--- src/pfqd_ram.sv ---
`default_nettype none
module pfqd_ram #(
  parameter int DEPTH = 1024,
  parameter int WIDTH = 1,
  parameter int AW    = 10
) (
  input  wire logic             clk,
  input  wire logic             we,
  input  wire logic [AW-1:0]    waddr,
  input  wire logic [WIDTH-1:0] wdata,
  input  wire logic             re,
  input  wire logic [AW-1:0]    raddr,
  output logic      [WIDTH-1:0] rdata
);

  logic [WIDTH-1:0] mem [DEPTH];

  // write port
  always_ff @(posedge clk) begin
    if (we) begin
      mem[waddr] <= wdata;
    end
  end

  // registered read port
  always_ff @(posedge clk) begin
    if (re) begin
      rdata <= mem[raddr];
    end
  end

endmodule
`default_nettype wire

--- config.mk ---
export PLATFORM = sky130hd
export DESIGN_NAME = pfqd_ram
export DESIGN_NICKNAME = d
export VERILOG_FILES = /design/src/pfqd_ram.sv
export SDC_FILE = /design/constraint.sdc
export NUM_CORES = 1
export LEC_CHECK = 0
export BUFFER_PORTS_ARGS = -buffer_cell sky130_fd_sc_hd__buf_4
export CELL_PAD_IN_SITES_DETAIL_PLACEMENT = 1
export CELL_PAD_IN_SITES_GLOBAL_PLACEMENT = 1
export CORE_MARGIN = 1
export CORE_UTILIZATION = 25
export CTS_BUF_LIST = sky130_fd_sc_hd__clkbuf_16
export DETAILED_ROUTE_END_ITERATION = 8
export PLACE_DENSITY_LB_ADDON = 0.1
export SLEW_MARGIN = 20
export SYNTH_ARGS = -nofsm -noshare
export SYNTH_HDL_FRONTEND = slang
export SYNTH_SLANG_ARGS = --single-unit
--- constraint.sdc ---
create_clock -name clk -period 4.5 [get_ports clk]
set_input_delay 0.45 -clock clk [delete_from_list [all_inputs] [get_ports clk]]
set_output_delay 0.45 -clock clk [all_outputs]
set_load 0.05 [all_outputs]
* After elaboration in Yosys (flattened, before gate mapping) *
Memory sizes are Yosys's and may differ from the RTL's. A register that Yosys moved wholly into a read port is not among the register bits.
Cells that the tools add are included.

cells by class
  multiplexer cells = 2

operators by type and width
  kind               number
  1-bit two-way mux  2

storage, ports and cells
  flip-flop bits (word level) = 0
  memory bits (writable) = 1024
  output and inout port bits = 1
  word-level logic and storage cells = 3
  memories kept = 1

memory list
  memory  words  bits a word  read ports  clocked after memory_dff  write ports  RTL line  source
  mem     1024   1            1           1                         1            16        logic [WIDTH-1:0] mem [DEPTH];

* Longest topological paths before layout *
  word-level depth = 2
  depth in mapped cells = 15
  gate-level depth less buffers = 8

* Worst setup path after synthesis *
OpenSTA, ideal clock, no wires.

  kind = input to register
  start = in raddr[0]
  end = reg rdata (read register of mem), data pin
  setup time = 0.275 ns
  data arrival time = 2.587 ns
  data required time = 4.225 ns
  slack = 1.638 ns
  stages on the path = 10
  path buffers = 4
  cells stage by stage = buf_6 > buf_12 > buf_12 > buf_2 > mux4_2 > mux4_2 > a211oi_1 > nor2_1 > o311ai_1 > o2111ai_1

RTL lines
  element      RTL line  source
  from (decl)  12        input wire logic [AW-1:0] raddr,
  to (decl)    13        output logic [WIDTH-1:0] rdata

==> impl_results.md <==
* Worst VDD drop at 293 µV
* Final Setup Violations at 0
* Antenna Nets Post-Route at 0
* PnR Total Power at 0.0210 W
* Die W at 425 µm
* Area growth syn-to-layout at 15.7%
* Syn avg cell area at 14.4 µm²
* Final instance area at 51700 µm²
* Maximum Capacitance Violations at 0
* 1st-pass router iterations at 7
* Largest net degree at the start of global routing at 177
* Synth top area share at 68.9%
* Largest area contributor in the netlist: edfxtp_1
* Kind of critical path: input port to flop
* Net Count, Synth at 3136
* Cell variety after synth at 55
* Vias in the first global route at 28900
* CTS root buffer: clkbuf_16
* Relative slew slack at 27.4%
* Max Freq at 323 MHz
* FF+latch count, synth at 1025
* Drt first-iter violations at 2209
* Ports at 25
* Ys Warns at 0
* Die H at 425 µm
* Clock transition at the registers of the reported paths at 0.06 ns
* Clk sink count at 1025
* Synth Instances at 3112
* Commonest non-fill, non-tap cells in the layout: nor2_1, edfxtp_1, mux4_2
* Layout Utilization at 29.2%
* Cell family with most CP delay: simple AND/OR/NAND/NOR gates
* Drt total wl at 166000 µm
* CTS tree: built
* Post-synth EDFFs at 1025
* FP Rows at 154
* CP cell instances: buf_8 > buf_12 > mux4_1 > a22oi_1 > nand2_1 > a21oi_1 > nand4_1 > and4_1 > nor4_1 > o2111ai_1
* Final Cycle Share at 68.8%
* CTS resizes at 0
* Pins Over Slew Limit at 0
* Worst EP required at 4.99 ns
* Maximum clock insertion buffer count at 3
* Postcts setup bufs at 0
* CP peak stage delay at 0.59 ns
* Arr. time, crit path at 3.59 ns
* Global route total overflow at 0
* Commonest non-fill, non-tap cell in the layout: nor2_1
* Share of cells above drive strength 1 at 18.2%
* CTS Hold Buffers Added at 1
* Initial core utilization at 25.3%
* Sequential area share after synthesis at 68.9%
* Unrepaired setup endpoints after global routing: no
* GRT Util Overall at 18.4%
* Ys flop type: edfxtp_1
* Crit path max fanout at 43
* Drt wl/cell at 29.9 µm
* Synth top area cells: edfxtp_1, mux4_2, nor2_1
* IO buf count at 24
* Final Critical Period at 3.10 ns
* Buf+Inv Stages, Crit Path at 2
* Vias per inst at 4.85
* Least-Margin Pin Slew at 1.09 ns
* Worst hold margin at 0.130 ns
* Fin Setup TNS at 0 ns
* Core area at 177000 µm²
* Routed via count at 26900
* RePlAce Congestion at 0.767
* Inserted Clock Buffers at 121
* Clk_lat worst skew at 0.76 ns
* Die Area at 180000 µm²
* FFs w/ async S/R, synth at 0%
* H-tree levels at 3
* First-pass GRT wire length at 232000 µm
* Dpl cell area at 48000 µm²
* Status: completed
* Static leakage at 15.3 nW
* Critical path capture point type: flop
* Clock Skews at 0.0371 ns
* Setup crit start kind: input port
* HPWL Detailed at 94500 µm
* # nets final at 3131
* Min-Delay Path Class: input port to flop
* Worst path slowest cell: mux4_1
* Cell Pwr Density at 407 nW/µm²
* Antenna violations before repair at 8
* Cell area after synthesis at 44700 µm²
* Number of remaining DRC errors at 0
* Final hold violations at 0
metrics by stage:
step | setup WS (ns) | std cells
final | 1.40 | 5545
after global routing | 1.29 | 5544
after global placement | 0.407 | 5323
after detailed placement | 0.591 | 5323
after floorplan | 1.64 | 3112
after CTS | 1.44 | 5543
routing by layer:
layer,GRT usage (%),routed length [µm]
met4,4.69,4040
met1,24.2,71700
met5,0,0
met3,2.50,6640
met2,31.8,83100
state kept, by name, indices dropped and copies added (netlist names):
signal	count
mem	1024
rdata	1
layout make-up:
cell class | count | area, µm²
clock inverter | 96 | 621
inverter | 6 | 22.5
multi-input combinational | 1778 | 12700
clock buffer | 123 | 3080
sequential | 1025 | 30800
timing repair buffer | 175 | 1600
fill | 18600 | 125000
tap | 2340 | 2930
antenna | 2 | 5.00
worst paths after layout:
check	from	to	slack (ns)	cells past startpoint
setup / recovery	raddr[0]	rdata	1.40	10
hold / removal	waddr[1]	mem[821]	0.13	2
setup reg to reg	mem[827]	rdata	1.48	8
hold reg to reg	mem[930]	rdata	1.26	7
synth_stat cells, types with 8 or more instances:
master       n
nor2_1    1036
edfxtp_1  1025
mux4_2     200
clkbuf_1   186
mux2i_1    123
nand2_1     86
buf_1       57
o221ai_1    49
a21oi_1     37
nand3_1     37
nor3_1      37
o22ai_1     28
buf_2       19
buf_6       18
a22oi_1     17
mux4_1      14
buf_4       13
nor2b_1     11
o21ai_0     11
nand4_1     10
nand2b_1     8
nor3b_1      8
report_power, final:
| group | internal [W] | switching, W |
|---|---|---|
| Sequential | 0.0105 | 0.00000390 |
| Clock | 0.00524 | 0.00408 |
| Combinational | 0.000385 | 0.000814 |
logic make-up after synthesis:
family	count (synthesis)	synth area share, %
muxes	340	13.7
AOI/OAI and AO/OA	178	2.83
DFF	1025	68.9
and+or+nand+nor	1260	11.2
buffers and inverters	309	3.30
(Power assumes the default switching activity.)
